### src/hdl/asi_pkg.sv
`default_nettype none
// ----------------------------------------------------------------------------
// asi_pkg
// Shared types, codes and constants for the actuator safety interlock.
// ----------------------------------------------------------------------------
package asi_pkg;

  // command codes
  localparam logic [2:0] OP_TICK         = 3'd0;
  localparam logic [2:0] OP_ENABLE       = 3'd1;
  localparam logic [2:0] OP_DISABLE      = 3'd2;
  localparam logic [2:0] OP_RESET        = 3'd3;
  localparam logic [2:0] OP_FAULT_INJECT = 3'd4;
  localparam logic [2:0] OP_CLEAR        = 3'd5;
  localparam logic [2:0] OP_UNKNOWN      = 3'd6;
  localparam logic [2:0] OP_OVERFLOW     = 3'd7;

  // operating modes
  localparam logic [1:0] MODE_READY = 2'd0;
  localparam logic [1:0] MODE_RUN   = 2'd1;
  localparam logic [1:0] MODE_FAULT = 2'd2;

  // fault codes
  localparam logic [2:0] FLT_NONE     = 3'd0;
  localparam logic [2:0] FLT_SETPOINT = 3'd1;
  localparam logic [2:0] FLT_SENSOR   = 3'd2;
  localparam logic [2:0] FLT_TIMEOUT  = 3'd3;
  localparam logic [2:0] FLT_UNKNOWN  = 3'd4;

  // pwm force modes
  localparam logic [1:0] FORCE_NONE = 2'd0;
  localparam logic [1:0] FORCE_LOW  = 2'd1;
  localparam logic [1:0] FORCE_HIGH = 2'd2;

  // configuration register indexes
  localparam logic [1:0] CFG_SETPOINT_LIMIT = 2'd0;
  localparam logic [1:0] CFG_TIMEOUT_TICKS  = 2'd1;
  localparam logic [1:0] CFG_PWM_PERIOD     = 2'd2;

  localparam logic [9:0]  SETPOINT_CEIL = 10'd1000;
  localparam logic [9:0]  LIMIT_RST     = 10'd1000;
  localparam logic [15:0] TIMEOUT_RST   = 16'd3000;
  localparam logic [15:0] PERIOD_RST    = 16'd1000;
  localparam logic [15:0] AGE_MAX       = 16'hFFFF;
  localparam logic [6:0]  DUTY_FULL     = 7'd100;

  // x / 10 = (x * 205) >> 11, exact for x below 1024
  localparam logic [17:0] DIV10_MUL   = 18'd205;
  // x / 100 = (x * ceil(2^30 / 100)) >> 30, exact for x below 2^23
  localparam logic [46:0] DIV100_MUL  = 47'd10737419;
  localparam int          DIV100_SHIFT = 30;

  typedef struct packed {
    logic [1:0]  mode;
    logic [2:0]  fault_code;
    logic        drive_enabled;
    logic        fault_held;
    logic [9:0]  active_setpoint;
    logic [6:0]  duty_percent;
    logic [15:0] command_age;
    logic [15:0] last_seq;
  } status_t;

endpackage
`default_nettype wire

### src/hdl/asi_if.sv
`default_nettype none
// ----------------------------------------------------------------------------
// asi_if
// Valid/ready channels for command items and status result items.
// ----------------------------------------------------------------------------
interface asi_in_if;
  logic               valid;
  logic               ready;
  logic [2:0]         op;
  logic signed [15:0] requested_setpoint;
  logic [15:0]        seq_number;

  modport source (output valid, output op, output requested_setpoint, output seq_number,
                  input ready);
  modport sink   (input valid, input op, input requested_setpoint, input seq_number,
                  output ready);
endinterface

interface asi_out_if;
  logic        valid;
  logic        ready;
  logic [1:0]  mode;
  logic [2:0]  fault_code;
  logic        drive_enabled;
  logic        fault_held;
  logic [9:0]  active_setpoint;
  logic [6:0]  duty_percent;
  logic [15:0] command_age;
  logic [15:0] last_seq;
  logic [15:0] compare_value;
  logic [1:0]  force_mode;

  modport source (output valid, output mode, output fault_code, output drive_enabled,
                  output fault_held, output active_setpoint, output duty_percent,
                  output command_age, output last_seq, output compare_value,
                  output force_mode, input ready);
  modport sink   (input valid, input mode, input fault_code, input drive_enabled,
                  input fault_held, input active_setpoint, input duty_percent,
                  input command_age, input last_seq, input compare_value,
                  input force_mode, output ready);
endinterface
`default_nettype wire

### src/hdl/asi_state.sv
`default_nettype none
// ----------------------------------------------------------------------------
// asi_state
// Configuration registers and interlock state; computes the next state for
// each accepted item.
// ----------------------------------------------------------------------------
module asi_state import asi_pkg::*; (
  input  wire logic        clk,
  input  wire logic        rst_n,
  input  wire logic        accept,
  input  wire logic [2:0]  op,
  input  wire logic [15:0] req_sp,
  input  wire logic [15:0] seq_in,
  input  wire logic        cfg_we,
  input  wire logic [1:0]  cfg_index,
  input  wire logic [15:0] cfg_wdata,
  output status_t          state_nxt,
  output logic [15:0]      pwm_period
);

  status_t     state_r;
  logic [9:0]  sp_limit_r;
  logic [15:0] timeout_r;
  logic [15:0] period_r;

  logic [9:0]  lim;
  logic        sp_bad;
  logic [15:0] age_inc;
  logic [17:0] sp_x205;

  function automatic status_t latch_fault(status_t s, logic [2:0] code);
    status_t r;
    r                 = s;
    r.fault_code      = code;
    r.fault_held      = 1'b1;
    r.drive_enabled   = 1'b0;
    r.active_setpoint = '0;
    r.duty_percent    = '0;
    r.mode            = MODE_FAULT;
    return r;
  endfunction

  always_comb begin
    lim     = (sp_limit_r > SETPOINT_CEIL) ? SETPOINT_CEIL : sp_limit_r;
    sp_bad  = req_sp[15] || (req_sp > {6'd0, lim});
    sp_x205 = 18'(req_sp[9:0]) * DIV10_MUL;
    age_inc = (state_r.command_age != AGE_MAX) ? state_r.command_age + 16'd1
                                               : state_r.command_age;
    state_nxt = state_r;

    if (op inside {[OP_ENABLE:OP_UNKNOWN]}) begin
      state_nxt.command_age = '0;
      state_nxt.last_seq    = seq_in;
    end

    case (op)
      OP_TICK: begin
        if (state_r.drive_enabled && state_r.mode == MODE_RUN) begin
          state_nxt.command_age = age_inc;
          if (age_inc >= timeout_r) begin
            state_nxt = latch_fault(state_nxt, FLT_TIMEOUT);
          end
        end
      end
      OP_ENABLE: begin
        if (sp_bad) begin
          state_nxt = latch_fault(state_nxt, FLT_SETPOINT);
        end else if (state_r.fault_held) begin
          // setpoint stays as it was, output forced off
          state_nxt.duty_percent  = '0;
          state_nxt.drive_enabled = 1'b0;
          state_nxt.mode          = MODE_FAULT;
        end else begin
          state_nxt.drive_enabled   = 1'b1;
          state_nxt.active_setpoint = req_sp[9:0];
          state_nxt.duty_percent    = sp_x205[17:11];
          state_nxt.fault_code      = FLT_NONE;
          state_nxt.mode            = MODE_RUN;
        end
      end
      OP_DISABLE: begin
        state_nxt.drive_enabled   = 1'b0;
        state_nxt.active_setpoint = '0;
        state_nxt.duty_percent    = '0;
        if (state_r.fault_held) begin
          state_nxt.mode = MODE_FAULT;
        end else begin
          state_nxt.fault_code = FLT_NONE;
          state_nxt.mode       = MODE_READY;
        end
      end
      OP_RESET: begin
        // a latched fault only clears while the drive is off
        if (!state_r.drive_enabled) begin
          state_nxt.fault_code      = FLT_NONE;
          state_nxt.fault_held      = 1'b0;
          state_nxt.active_setpoint = '0;
          state_nxt.duty_percent    = '0;
          state_nxt.mode            = MODE_READY;
        end
      end
      OP_FAULT_INJECT: begin
        state_nxt = latch_fault(state_nxt, FLT_SENSOR);
      end
      OP_CLEAR: begin
      end
      default: begin
        state_nxt = latch_fault(state_nxt, FLT_UNKNOWN);
      end
    endcase
  end

  always_ff @(posedge clk) begin
    if (!rst_n) begin
      state_r    <= '0;
      sp_limit_r <= LIMIT_RST;
      timeout_r  <= TIMEOUT_RST;
      period_r   <= PERIOD_RST;
    end else begin
      if (accept) begin
        state_r <= state_nxt;
      end
      if (cfg_we) begin
        case (cfg_index)
          CFG_SETPOINT_LIMIT: sp_limit_r <= cfg_wdata[9:0];
          CFG_TIMEOUT_TICKS:  timeout_r  <= cfg_wdata;
          CFG_PWM_PERIOD:     period_r   <= cfg_wdata;
          default: begin
          end
        endcase
      end
    end
  end

  assign pwm_period = period_r;

endmodule
`default_nettype wire

### src/hdl/asi_pipe.sv
`default_nettype none
// ----------------------------------------------------------------------------
// asi_pipe
// Three-stage result pipeline: status capture, period times duty, divide by
// one hundred and force decode into the output register.
// ----------------------------------------------------------------------------
module asi_pipe import asi_pkg::*; (
  input  wire logic        clk,
  input  wire logic        rst_n,
  input  wire logic        in_valid,
  output logic             in_ready,
  input  wire status_t     state_nxt,
  input  wire logic [15:0] pwm_period,
  output logic             out_valid,
  input  wire logic        out_ready,
  output status_t          out_status,
  output logic [15:0]      out_compare,
  output logic [1:0]       out_force
);

  logic        v1_r, v2_r, v3_r;
  status_t     s1_r, s2_r, s3_r;
  logic [22:0] prod_r;
  logic [15:0] cmp_r;
  logic [1:0]  force_r;

  logic        adv1, adv2, adv3;
  logic [46:0] quot_full;
  logic [15:0] cmp_nxt;
  logic [1:0]  force_nxt;

  // each stage moves when it is empty or the one after it moves
  assign adv3     = !v3_r || out_ready;
  assign adv2     = !v2_r || adv3;
  assign adv1     = !v1_r || adv2;
  assign in_ready = adv1;

  always_comb begin
    quot_full = 47'(prod_r) * DIV100_MUL;
    if (s2_r.duty_percent == '0) begin
      cmp_nxt   = '0;
      force_nxt = FORCE_LOW;
    end else if (s2_r.duty_percent >= DUTY_FULL) begin
      cmp_nxt   = pwm_period;
      force_nxt = FORCE_HIGH;
    end else begin
      cmp_nxt   = quot_full[DIV100_SHIFT +: 16];
      force_nxt = FORCE_NONE;
    end
  end

  always_ff @(posedge clk) begin
    if (!rst_n) begin
      v1_r <= 1'b0;
      v2_r <= 1'b0;
      v3_r <= 1'b0;
    end else begin
      if (adv1) begin
        v1_r <= in_valid;
      end
      if (adv2) begin
        v2_r <= v1_r;
      end
      if (adv3) begin
        v3_r <= v2_r;
      end
    end
  end

  always_ff @(posedge clk) begin
    if (adv1 && in_valid) begin
      s1_r <= state_nxt;
    end
    if (adv2 && v1_r) begin
      s2_r   <= s1_r;
      prod_r <= 23'(pwm_period) * 23'(s1_r.duty_percent);
    end
    if (adv3 && v2_r) begin
      s3_r    <= s2_r;
      cmp_r   <= cmp_nxt;
      force_r <= force_nxt;
    end
  end

  assign out_valid   = v3_r;
  assign out_status  = s3_r;
  assign out_compare = cmp_r;
  assign out_force   = force_r;

endmodule
`default_nettype wire

### src/hdl/actuator_safety_interlock_top.sv
// path: after its item is accepted, a result passes the capture, multiply and output registers
// throughput: one item per cycle while results are taken; the output stage holds a
//   result while the earlier stages keep taking items until the pipeline is full
// stages: state update, period times duty multiply, divide-by-100 multiply
// reset: synchronous active low; state clears, config returns to defaults
`default_nettype none
// ----------------------------------------------------------------------------
// actuator_safety_interlock_top
// Safety interlock for a pwm actuator: command and tick items in, status and
// pwm compare results out.
// ----------------------------------------------------------------------------
module actuator_safety_interlock_top import asi_pkg::*; (
  input  wire logic        clk,
  input  wire logic        rst_n,
  asi_in_if.sink           in_chan,
  asi_out_if.source        out_chan,
  input  wire logic        cfg_we,
  input  wire logic [1:0]  cfg_index,
  input  wire logic [15:0] cfg_wdata
);

  status_t     state_nxt;
  status_t     out_status;
  logic [15:0] pwm_period;
  logic        in_ready;
  logic        accept;

  assign accept        = in_chan.valid && in_ready;
  assign in_chan.ready = in_ready;

  asi_state u_state (
    .clk        (clk),
    .rst_n      (rst_n),
    .accept     (accept),
    .op         (in_chan.op),
    .req_sp     ($unsigned(in_chan.requested_setpoint)),
    .seq_in     (in_chan.seq_number),
    .cfg_we     (cfg_we),
    .cfg_index  (cfg_index),
    .cfg_wdata  (cfg_wdata),
    .state_nxt  (state_nxt),
    .pwm_period (pwm_period)
  );

  asi_pipe u_pipe (
    .clk         (clk),
    .rst_n       (rst_n),
    .in_valid    (in_chan.valid),
    .in_ready    (in_ready),
    .state_nxt   (state_nxt),
    .pwm_period  (pwm_period),
    .out_valid   (out_chan.valid),
    .out_ready   (out_chan.ready),
    .out_status  (out_status),
    .out_compare (out_chan.compare_value),
    .out_force   (out_chan.force_mode)
  );

  assign out_chan.mode            = out_status.mode;
  assign out_chan.fault_code      = out_status.fault_code;
  assign out_chan.drive_enabled   = out_status.drive_enabled;
  assign out_chan.fault_held      = out_status.fault_held;
  assign out_chan.active_setpoint = out_status.active_setpoint;
  assign out_chan.duty_percent    = out_status.duty_percent;
  assign out_chan.command_age     = out_status.command_age;
  assign out_chan.last_seq        = out_status.last_seq;

endmodule
`default_nettype wire

### src/flat_wrapper.sv
// flat-port wrapper written by rule: the top's interface ports become plain ports
module actuator_safety_interlock_top_flat import asi_pkg::*;
  (clk, rst_n, cfg_we, cfg_index, cfg_wdata, in_chan_valid, in_chan_op, in_chan_requested_setpoint, in_chan_seq_number, in_chan_ready, out_chan_valid, out_chan_mode, out_chan_fault_code, out_chan_drive_enabled, out_chan_fault_held, out_chan_active_setpoint, out_chan_duty_percent, out_chan_command_age, out_chan_last_seq, out_chan_compare_value, out_chan_force_mode, out_chan_ready);
  asi_in_if in_chan_i ();
  asi_out_if out_chan_i ();
  input  wire logic clk;
  input  wire logic rst_n;
  input  wire logic cfg_we;
  input  wire logic [1:0] cfg_index;
  input  wire logic [15:0] cfg_wdata;
  input wire logic [$bits(in_chan_i.valid)-1:0] in_chan_valid;
  input wire logic [$bits(in_chan_i.op)-1:0] in_chan_op;
  input wire logic [$bits(in_chan_i.requested_setpoint)-1:0] in_chan_requested_setpoint;
  input wire logic [$bits(in_chan_i.seq_number)-1:0] in_chan_seq_number;
  output wire logic [$bits(in_chan_i.ready)-1:0] in_chan_ready;
  output wire logic [$bits(out_chan_i.valid)-1:0] out_chan_valid;
  output wire logic [$bits(out_chan_i.mode)-1:0] out_chan_mode;
  output wire logic [$bits(out_chan_i.fault_code)-1:0] out_chan_fault_code;
  output wire logic [$bits(out_chan_i.drive_enabled)-1:0] out_chan_drive_enabled;
  output wire logic [$bits(out_chan_i.fault_held)-1:0] out_chan_fault_held;
  output wire logic [$bits(out_chan_i.active_setpoint)-1:0] out_chan_active_setpoint;
  output wire logic [$bits(out_chan_i.duty_percent)-1:0] out_chan_duty_percent;
  output wire logic [$bits(out_chan_i.command_age)-1:0] out_chan_command_age;
  output wire logic [$bits(out_chan_i.last_seq)-1:0] out_chan_last_seq;
  output wire logic [$bits(out_chan_i.compare_value)-1:0] out_chan_compare_value;
  output wire logic [$bits(out_chan_i.force_mode)-1:0] out_chan_force_mode;
  input wire logic [$bits(out_chan_i.ready)-1:0] out_chan_ready;
  assign in_chan_i.valid = in_chan_valid;
  assign in_chan_i.op = in_chan_op;
  assign in_chan_i.requested_setpoint = in_chan_requested_setpoint;
  assign in_chan_i.seq_number = in_chan_seq_number;
  assign in_chan_ready = in_chan_i.ready;
  assign out_chan_valid = out_chan_i.valid;
  assign out_chan_mode = out_chan_i.mode;
  assign out_chan_fault_code = out_chan_i.fault_code;
  assign out_chan_drive_enabled = out_chan_i.drive_enabled;
  assign out_chan_fault_held = out_chan_i.fault_held;
  assign out_chan_active_setpoint = out_chan_i.active_setpoint;
  assign out_chan_duty_percent = out_chan_i.duty_percent;
  assign out_chan_command_age = out_chan_i.command_age;
  assign out_chan_last_seq = out_chan_i.last_seq;
  assign out_chan_compare_value = out_chan_i.compare_value;
  assign out_chan_force_mode = out_chan_i.force_mode;
  assign out_chan_i.ready = out_chan_ready;
  actuator_safety_interlock_top u_core (.clk(clk), .rst_n(rst_n), .in_chan(in_chan_i), .out_chan(out_chan_i), .cfg_we(cfg_we), .cfg_index(cfg_index), .cfg_wdata(cfg_wdata));
endmodule
### config.mk
export PLATFORM = sky130hd
export DESIGN_NAME = actuator_safety_interlock_top_flat
export DESIGN_NICKNAME = d
export VERILOG_FILES = /design/src/hdl/asi_pkg.sv /design/src/hdl/asi_if.sv /design/src/hdl/asi_state.sv /design/src/hdl/asi_pipe.sv /design/src/hdl/actuator_safety_interlock_top.sv /design/src/flat_wrapper.sv
export SDC_FILE = /design/constraint.sdc
export NUM_CORES = 1
export LEC_CHECK = 0
export BUFFER_PORTS_ARGS = -buffer_cell sky130_fd_sc_hd__buf_2
export CORE_UTILIZATION = 58
export CTS_BUF_LIST = sky130_fd_sc_hd__clkbuf_4
export CTS_CLUSTER_SIZE = 28
export DETAILED_ROUTE_END_ITERATION = 6
export PLACE_DENSITY = 0.75
export SYNTH_ARGS = -nofsm -noshare
export SYNTH_HDL_FRONTEND = slang
export SYNTH_SLANG_ARGS = --single-unit
### constraint.sdc
create_clock -name clk -period 12.07 [get_ports clk]
set_input_delay 2.414 -clock clk [delete_from_list [all_inputs] [get_ports clk]]
set_output_delay 2.414 -clock clk [all_outputs]
set_load 0.02 [all_outputs]
## Yosys cells after proc, flatten, opt, wreduce, memory -nomap -nowiden

Index checks and enable logic that the tools add are counted.

- $add $sub $neg: 1
- Multiply operators: 3
- Order comparisons: 6
- Equality and inequality tests: 9
- Mux-type cells: 23
- Reductions and logical operators: 20

Operators by type and width:

| kind | count |
|---|---|
| $mux W56 | 2 |
| $pmux W17 S4 | 1 |
| $mux W32 | 2 |
| $mul A23 B24 Y46 const B | 1 |
| $mux W16 | 2 |
| $pmux W5 S6 | 1 |
| $mul A16 B7 Y23 | 1 |
| $mux W10 | 2 |
| $mul A10 B8 Y18 const B | 1 |
| $mux W18 | 1 |
| $mux W17 | 1 |
| $add A16 B1 Y16 const B | 1 |
| $ge A16 B16 Y1 | 1 |
| $gt A16 B10 Y1 | 1 |
| $ne A16 B16 Y1 const B | 1 |
| $gt A10 B10 Y1 const B | 1 |
| $ge A7 B7 Y1 const B | 1 |
| $logic_not A7 Y1 | 1 |
| $mux W7 | 1 |
| $eq A3 B2 Y1 const B | 2 |
| $eq A3 B3 Y1 const B | 2 |
| $mux W2 | 3 |
| $mux W6 | 1 |
| $reduce_and A2 Y1 | 3 |
| 16 further kinds | 28 |

- Flip-flop bits (word level): 310
- Input bits: 58
- Output and inout port bits: 76
- Logic and storage cells: 103

## Logic depth before layout (Yosys ltp)

Gate-level depths: netlist of the first run.

- Depth after elaboration: 6
- Depth in mapped cells: 26
- Gate-level depth less buffers: 26

## Hierarchy

From an unflattened synthesis of the first run, not the netlist that was laid out.

- Cells, all modules: 2456
- Area, all modules: 25871.1 µm²

Modules (own cells, without submodules):

| module | instances | cells each | area each (µm²) | sequential area each (µm²) |
|---|---|---|---|---|
| asi_pipe | 1 | 1540 | 18819.3 | 6336.1 |
| asi_state | 1 | 915 | 7045.5 | 1961.9 |
| actuator_safety_interlock_top | 1 | 1 | 6.3 | 0.0 |

## Worst setup path before layout of the first run

No wires, ideal clock.

- Path type: input to register
- Start point: input port out_chan_ready
- End point: register u_core.u_pipe.prod_r[0], enable pin
- Setup time: 0.637 ns
- Arrival: 8.235 ns
- Data required time: 11.433 ns
- Path slack: 3.198 ns
- Cell stages on the path: 2
- Path buffers: 0
- Path through: nor2b_1 -> a21boi_0

- Word-level cells in the longest chain between the ends: 3

RTL lines:

| item | RTL line | RTL |
|---|---|---|
| start: declaration | flat_wrapper.sv:27 | `input wire logic [$bits(out_chan_i.ready)-1:0] out_chan_ready;` |
| $logic_or A1 B1 Y1 | asi_pipe.sv:33 | `assign adv3 = !v3_r \|\| out_ready;` |
| $logic_or A1 B1 Y1 | asi_pipe.sv:34 | `assign adv2 = !v2_r \|\| adv3;` |
| $logic_and A1 B1 Y1 | asi_pipe.sv:74 | `if (adv2 && v1_r) begin` |
| end signal: assignment | asi_pipe.sv:76 | `prod_r <= 23'(pwm_period) * 23'(s1_r.duty_percent);` |
| end: declaration | asi_pipe.sv:23 | `logic [22:0] prod_r;` |

Every way passes these cells.
A chain may end at the register's enable or synchronous reset.

## Worst setup path in the final report of the first run

- Start point: register u_core.u_pipe.prod_r[6]
- End point: register u_core.u_pipe.cmp_r[15], in the netlist u_core.u_pipe.out_compare[15], data pin

- Word-level cells in the longest chain between the ends: 2

RTL lines:

| item | RTL line | RTL |
|---|---|---|
| $mul A23 B24 Y46 | asi_pipe.sv:39 | `quot_full = 47'(prod_r) * DIV100_MUL;` |
| $mux W16 | asi_pipe.sv:43 | `end else if (s2_r.duty_percent >= DUTY_FULL) begin` |
| end signal: assignment | asi_pipe.sv:80 | `cmp_r <= cmp_nxt;` |
| end: declaration | asi_pipe.sv:24 | `logic [15:0] cmp_r;` |

Every way passes these cells.

==> flow_metrics.py, run 1 <==
metrics = {
    "status": {
        "outcome": "completed",
    },
    "die": {
        "initial_core_util_pct": 59.0,
        "design.die.area_um2": 44800,
        "core_area_um2": 43300,
        "num_rows": 76,
        "ios": 134,
        "die_y_um": 212,
        "die_w_um": 212,
    },
    "setup_path": {
        "cp_common_cell": "fa_1",
        "cp_data_arrival_time_ps": 7940,
        "worstSetupStartpoint": "u_core.u_pipe.prod_r[6]",
        "slowest_stage": "fa_1",
        "critPathCapture": "u_core.u_pipe.out_compare[15]",
        "r2r_setup_slack_ps": 4670,
        "crit_path_end_kind": "flip-flop",
        "criticalPathCategory": "flip-flop to flip-flop",
        "critPathLaunchType": "flip-flop",
        "crit_path_cell_trace": "inv_1 -> fa_1 -> inv_1 -> fa_1 -> inv_1 -> fa_1 -> fa_1 -> inv_1 -> fa_1 -> fa_1 -> inv_1 -> fa_1 -> inv_1 -> ha_1 -> a21oi_1 -> o211a_1 -> o211a_1 -> a31oi_2 -> o311ai_4 -> o21ai_4 -> o41ai_4 -> o31a_1 -> nor2_1 -> a211o_1",
        "r2r-start": "u_core.u_pipe.prod_r[6]",
        "worst-r2r-cell-count": 24,
        "critical-path-max-stage-delay_ps": 550,
        "cp_max_fo": 7,
        "timing.rr.end": "u_core.u_pipe.out_compare[15]",
        "crit_required_ps": 12620,
    },
    "clock_network": {
        "cts_resized": 0,
        "post_cts_buffers": 0,
        "cts_sinks": 310,
        "cts_root_buffer": "clkbuf_4",
        "clock_latency_ps": 810,
        "cts_made_buffers": 82,
        "holdBufCountCts": 0,
        "htreeDepth": 3,
        "cts_tree": "built",
        "clock_path_buffers": 3,
        "clkTransAtPathRegs_ps": 70,
    },
    "grt": {
        "use_met1_pct": 36.3,
        "antenna_found_initial": 3,
        "grt.overflow.total": 0,
        "met3_usage_pct": 4.48,
        "gr-usage-all-layers_pct": 27.5,
        "grt_pass1_vias": 18600,
        "grt_util_met2_pct": 45.8,
        "grt_most_used_layer": "met2",
        "grt_max_degree": 73,
        "grt_pass1_wl_um": 95000,
    },
    "drt": {
        "avgRoutedWirePerCell_um": 18.0,
        "drc": 0,
        "vias_per_cell": 5.43,
        "num_vias": 17600,
        "drtIter0Drc": 1029,
        "drt-total-wl_um": 58200,
        "ant_nets": 0,
        "first_pass_iters": 5,
    },
    "synth": {
        "synth_edf_count": 209,
        "synth_area_leaders": "edfxtp_1, fa_1, ha_1",
        "ys_ff_latch": 310,
        "synth_top_cell_by_area": "edfxtp_1",
        "syn_nets": 3116,
        "synth.avg_cell_area_um2": 10.5,
        "synth_top_area_share_pct": 24.6,
        "yosys.cell_types.count": 75,
        "seq_area_frac_synth_pct": 32.5,
        "yosysWarnings": 0,
        "netlist_area_um2": 25500,
        "async_flop_share_pct": 0,
        "synth_cells": 2423,
        "ys.flop_type": "edfxtp_1",
    },
    "placed_design": {
        "place_congestion": 0.939,
        "hpwl_um": 46000,
        "io_buffers": 133,
    },
    "timing": {
        "fin_skew_ps": 65.4,
        "finalHoldViolations": 0,
        "rsz0062_at_grt": "no",
        "slew_headroom_pct": 18.6,
        "setup_viol": 0,
        "fmax_mhz": 135,
        "drv_slew": 0,
        "finalSetupTns_ps": 0,
        "layout_worst_path_cycle_share_pct": 61.3,
        "tightest_slew_ps": 1220,
        "fin_crit_ps": 7400,
    },
    "layout": {
        "layout_commonest_cell": "inv_1",
        "nFillCells": 3392,
        "syn_to_final_growth_pct": 9.52,
        "final_cell_mix": "inv_1, ha_1, nand2_1",
        "layout.nets": 3273,
        "drive_gt1_share_pct": 11.7,
    },
    "job": {
        "drv_cap": 0,
    },
    "min_path": {
        "worstHoldPathType": "flip-flop to flip-flop",
        "holdPathStages": 0,
    },
}
-- registers in the layout, summed over array words and instances, names as in the netlist --
register / flops
u_core.u_state.timeout_r: 16
u_core.u_pipe.out_valid: 1
u_core.u_pipe.out_status: 56
u_core.u_pipe.prod_r: 23
u_core.u_pipe.out_compare: 16
u_core.u_state.pwm_period: 16
u_core.u_pipe.v1_r: 1
u_core.u_pipe.out_force: 2
u_core.u_pipe.s1_r: 56
u_core.u_state.sp_limit_r: 10
u_core.u_state.state_r: 56
u_core.u_pipe.v2_r: 1
u_core.u_pipe.s2_r: 56
-- layout make-up --
| class | count | area [um2] | area share [%] |
|---|---|---|---|
| Sequential cell | 310 | 8300 | 29.7 |
| Antenna cell | 4 | 10.0 | 0.0358 |
| Inverter | 436 | 1640 | 5.86 |
| Multi-Input combinational cell | 1609 | 15300 | 54.9 |
| Tap cell | 585 | 732 | 2.62 |
| Clock inverter | 32 | 303 | 1.08 |
| Timing Repair Buffer | 141 | 726 | 2.60 |
| Clock buffer | 120 | 901 | 3.22 |
-- worst min-delay path by stage --
stage                           startpoint                      endpoint  slack [ps]
detailed placement  u_core.u_pipe.s2_r[41]  u_core.u_pipe.out_status[41]         400
floorplan            u_core.u_pipe.s2_r[0]   u_core.u_pipe.out_status[0]         400
finish              u_core.u_pipe.s1_r[28]        u_core.u_pipe.s2_r[28]         400
CTS                 u_core.u_pipe.s1_r[28]        u_core.u_pipe.s2_r[28]         400
global placement     u_core.u_pipe.s1_r[9]         u_core.u_pipe.s2_r[9]         400
global route        u_core.u_pipe.s1_r[28]        u_core.u_pipe.s2_r[28]         410
-- worst max-delay path, delay by kind of cell, from the launching register on --
family,cells,cell delay (ps)
buffers and inverters,6,430
AO/OA/AOI/OAI,9,2180
adder cells (fa/ha/maj),8,3940
flip-flops,1,520
AND/OR/NAND/NOR,1,80
-- routing by layer --
metal | up-vias | wire length (um)
met4 | 0 | 1430
met1 | 8667 | 25400
met2 | 489 | 28200
met3 | 91 | 3190
li1 | 8332 | -
met5 | - | 0
-- cell families after synthesis --
logic type | Yosys count | share of synthesized area, %
AO/OA/AOI/OAI | 284 | 7.54
AND/OR/NAND/NOR | 629 | 10.9
buffers and inverters | 504 | 7.46
adder cells (fa/ha/maj) | 635 | 39.4
multiplexers | 7 | 0.294
flip-flops | 310 | 32.5
XOR/XNOR | 54 | 1.85
-- cell usage after synthesis (all sizes together) (5+ instances only) --
cell / instances
o211ai: 22
xor2: 19
a211oi: 9
xnor2: 35
a31oi: 10
and2: 38
nand2: 342
edfxtp: 209
or3: 8
inv: 436
a22oi: 5
o21bai: 8
nor2b: 11
nand4: 10
nor2: 100
nor3: 37
or2: 9
o21ai: 48
o21a: 7
nand3: 33
o22ai: 8
buf: 14
nand2b: 7
and3: 16
fa: 280
a21o: 29
a2bb2oi: 5
a22o: 8
dfxtp: 101
a21oi: 82
ha: 355
o31ai: 8
clkbuf: 54
-- per-stage QoR --
stage / utilization, % / area [um2] / setup slack, ps / hold slack (ps) / instances
final: 64.6 / 27900 / 4670 / 402 / 3237
after global routing: 64.6 / 27900 / 4350 / 407 / 3237
after CTS: 64.6 / 27900 / 4640 / 402 / 3233
after detailed placement: 61.8 / 26700 / 4630 / 405 / 3081
after global placement: 61.8 / 26700 / 4810 / 400 / 3081
after floorplan: - / 25500 / 3200 / 400 / 2423
Power of run 1 is left out: the tool's default activity adds up to more than one toggle a clock period on the data nets, which glitch-free logic cannot reach.
==> run 2, diff against run 1 <==
==> constraint.sdc (replaced) <==
create_clock -name clk -period 7.1 [get_ports clk]
set_input_delay 1.42 -clock clk [delete_from_list [all_inputs] [get_ports clk]]
set_output_delay 1.42 -clock clk [all_outputs]
set_load 0.02 [all_outputs]
==> flow_metrics.py, run 2 (synthesis results as in run 1) <==
metrics = {
    "status": {
        "outcome": "completed",
    },
    "layout": {
        "layout.nets": 3301,
        "fin_util_pct": 64.9,
        "syn_to_final_growth_pct": 10.1,
        "final_cell_mix": "inv_1, ha_1, nand2_1",
        "drive_gt1_share_pct": 13.0,
        "final_cell_area_um2": 28100,
        "layout_commonest_cell": "inv_1",
    },
    "timing": {
        "slew_headroom_pct": 22.7,
        "setup_viol": 0,
        "layout_worst_path_cycle_share_pct": 97.5,
        "drv_slew": 0,
        "fmax_mhz": 144,
        "tightest_slew_ps": 1160,
        "finalHoldViolations": 0,
        "fin_crit_ps": 6920,
        "fin_skew_ps": 67.9,
    },
    "grt": {
        "grt_util_met2_pct": 47.0,
        "antenna_found_initial": 4,
        "grt_most_used_layer": "met2",
        "use_met1_pct": 35.7,
        "met3_usage_pct": 4.54,
        "grt.overflow.total": 0,
        "grt_pass1_vias": 18600,
        "grt_max_degree": 72,
        "grt_pass1_wl_um": 94700,
        "gr-usage-all-layers_pct": 27.4,
    },
    "placed_design": {
        "hpwl_um": 46500,
        "io_buffers": 133,
        "dpl_cell_area_um2": 26800,
        "place_congestion": 0.980,
    },
    "clock_network": {
        "holdBufCountCts": 0,
        "cts_root_buffer": "clkbuf_4",
        "clkTransAtPathRegs_ps": 70,
        "cts_tree": "built",
        "cts_made_buffers": 80,
        "htreeDepth": 3,
        "clock_latency_ps": 800,
        "cts_sinks": 310,
        "clock_path_buffers": 3,
    },
    "drt": {
        "drt-total-wl_um": 58900,
        "vias_per_cell": 5.44,
        "first_pass_iters": 5,
        "ant_nets": 0,
        "avgRoutedWirePerCell_um": 18.1,
        "drtIter0Drc": 1040,
        "drc": 0,
        "num_vias": 17800,
    },
    "die": {
        "die_w_um": 212,
        "num_rows": 76,
        "die_y_um": 212,
        "initial_core_util_pct": 59.0,
        "ios": 134,
        "core_area_um2": 43300,
        "design.die.area_um2": 44800,
    },
    "min_path": {
        "worstHoldPathType": "flip-flop to flip-flop",
    },
    "setup_path": {
        "critPathLaunchType": "flip-flop",
        "cp_data_arrival_time_ps": 7470,
        "crit_path_end_kind": "flip-flop",
        "criticalPathCategory": "flip-flop to flip-flop",
        "cp_max_fo": 4,
        "crit_required_ps": 7650,
    },
    "job": {
        "drv_cap": 0,
    },
}
run 2: changes by cell type in the layout (fill, tap and decap cells not counted), sizes merged, moves of 2 or more:
cell      change
buf          +30
bufinv        -6
clkbuf        +3
clkinv        -6
clkinvlp      +2
diode         +2
run 2: per-stage QoR:
step | setup slack [ps] | std cells | setup TNS (ps) | hold WS (ps)
6_report | 178 | 3263 | 0 | 403
5_1_grt | -25.0 | 3259 | -39.4 | 413
4_1_cts | 9.48 | 3239 | 0 | 396
3_5_place_dp | 9.66 | 3093 | 0 | 405
3_3_place_gp | 176 | 3093 | 0 | 401
2_1_floorplan | 315 | 2423 | 0 | 400
run 2: worst max-delay path, cell delays in order, from the launching register on:
cell	delay, ps
edfxtp_1	430
fa_1	590
inv_2	70
fa_1	500
inv_1	50
fa_1	480
fa_1	520
inv_1	50
fa_1	470
fa_1	500
inv_1	60
fa_1	540
inv_2	60
ha_4	250
a21oi_2	130
o211a_1	140
o211a_1	190
a31oi_4	120
o311ai_4	400
o21ai_4	140
o41ai_4	400
o31a_1	240
nor2_1	80
a211o_1	270
run 2: cell type report:
class	instances	area (um2)
tap	585	732
clock buffer	123	923
timing repair buffer	171	958
inverter	436	1640
sequential	310	8300
antenna	6	15.0
fill	3413	15200
clock inverter	23	129
multi-input combinational	1609	15400
run 2: what timing repair did:
action | 4_1_cts | 5_1_grt
buffers inserted | 0 | 18
endpoints found under the setup margin | 0 | 8
gates resized for setup | 0 | 13
run 2: worst paths after layout:
check / depth (start not counted) / slack, ps / from / end
hold reg to reg: 0 / 400 / u_core.u_pipe.s1_r[53] / u_core.u_pipe.s2_r[53]
setup / recovery: 23 / 180 / u_core.u_pipe.prod_r[7] / u_core.u_pipe.out_compare[15]
setup reg to reg: 23 / 180 / u_core.u_pipe.prod_r[7] / u_core.u_pipe.out_compare[15]
hold / removal: 0 / 400 / u_core.u_pipe.s1_r[53] / u_core.u_pipe.s2_r[53]
run 2: metal layers:
layer  vias to the layer above  wire [um]
li1                       8403          -
met1                      8732      25300
met2                       538      29300
met3                        87       3220
met4                         2       1120
met5                         -         13
Power of run 2 is left out for the same reason.
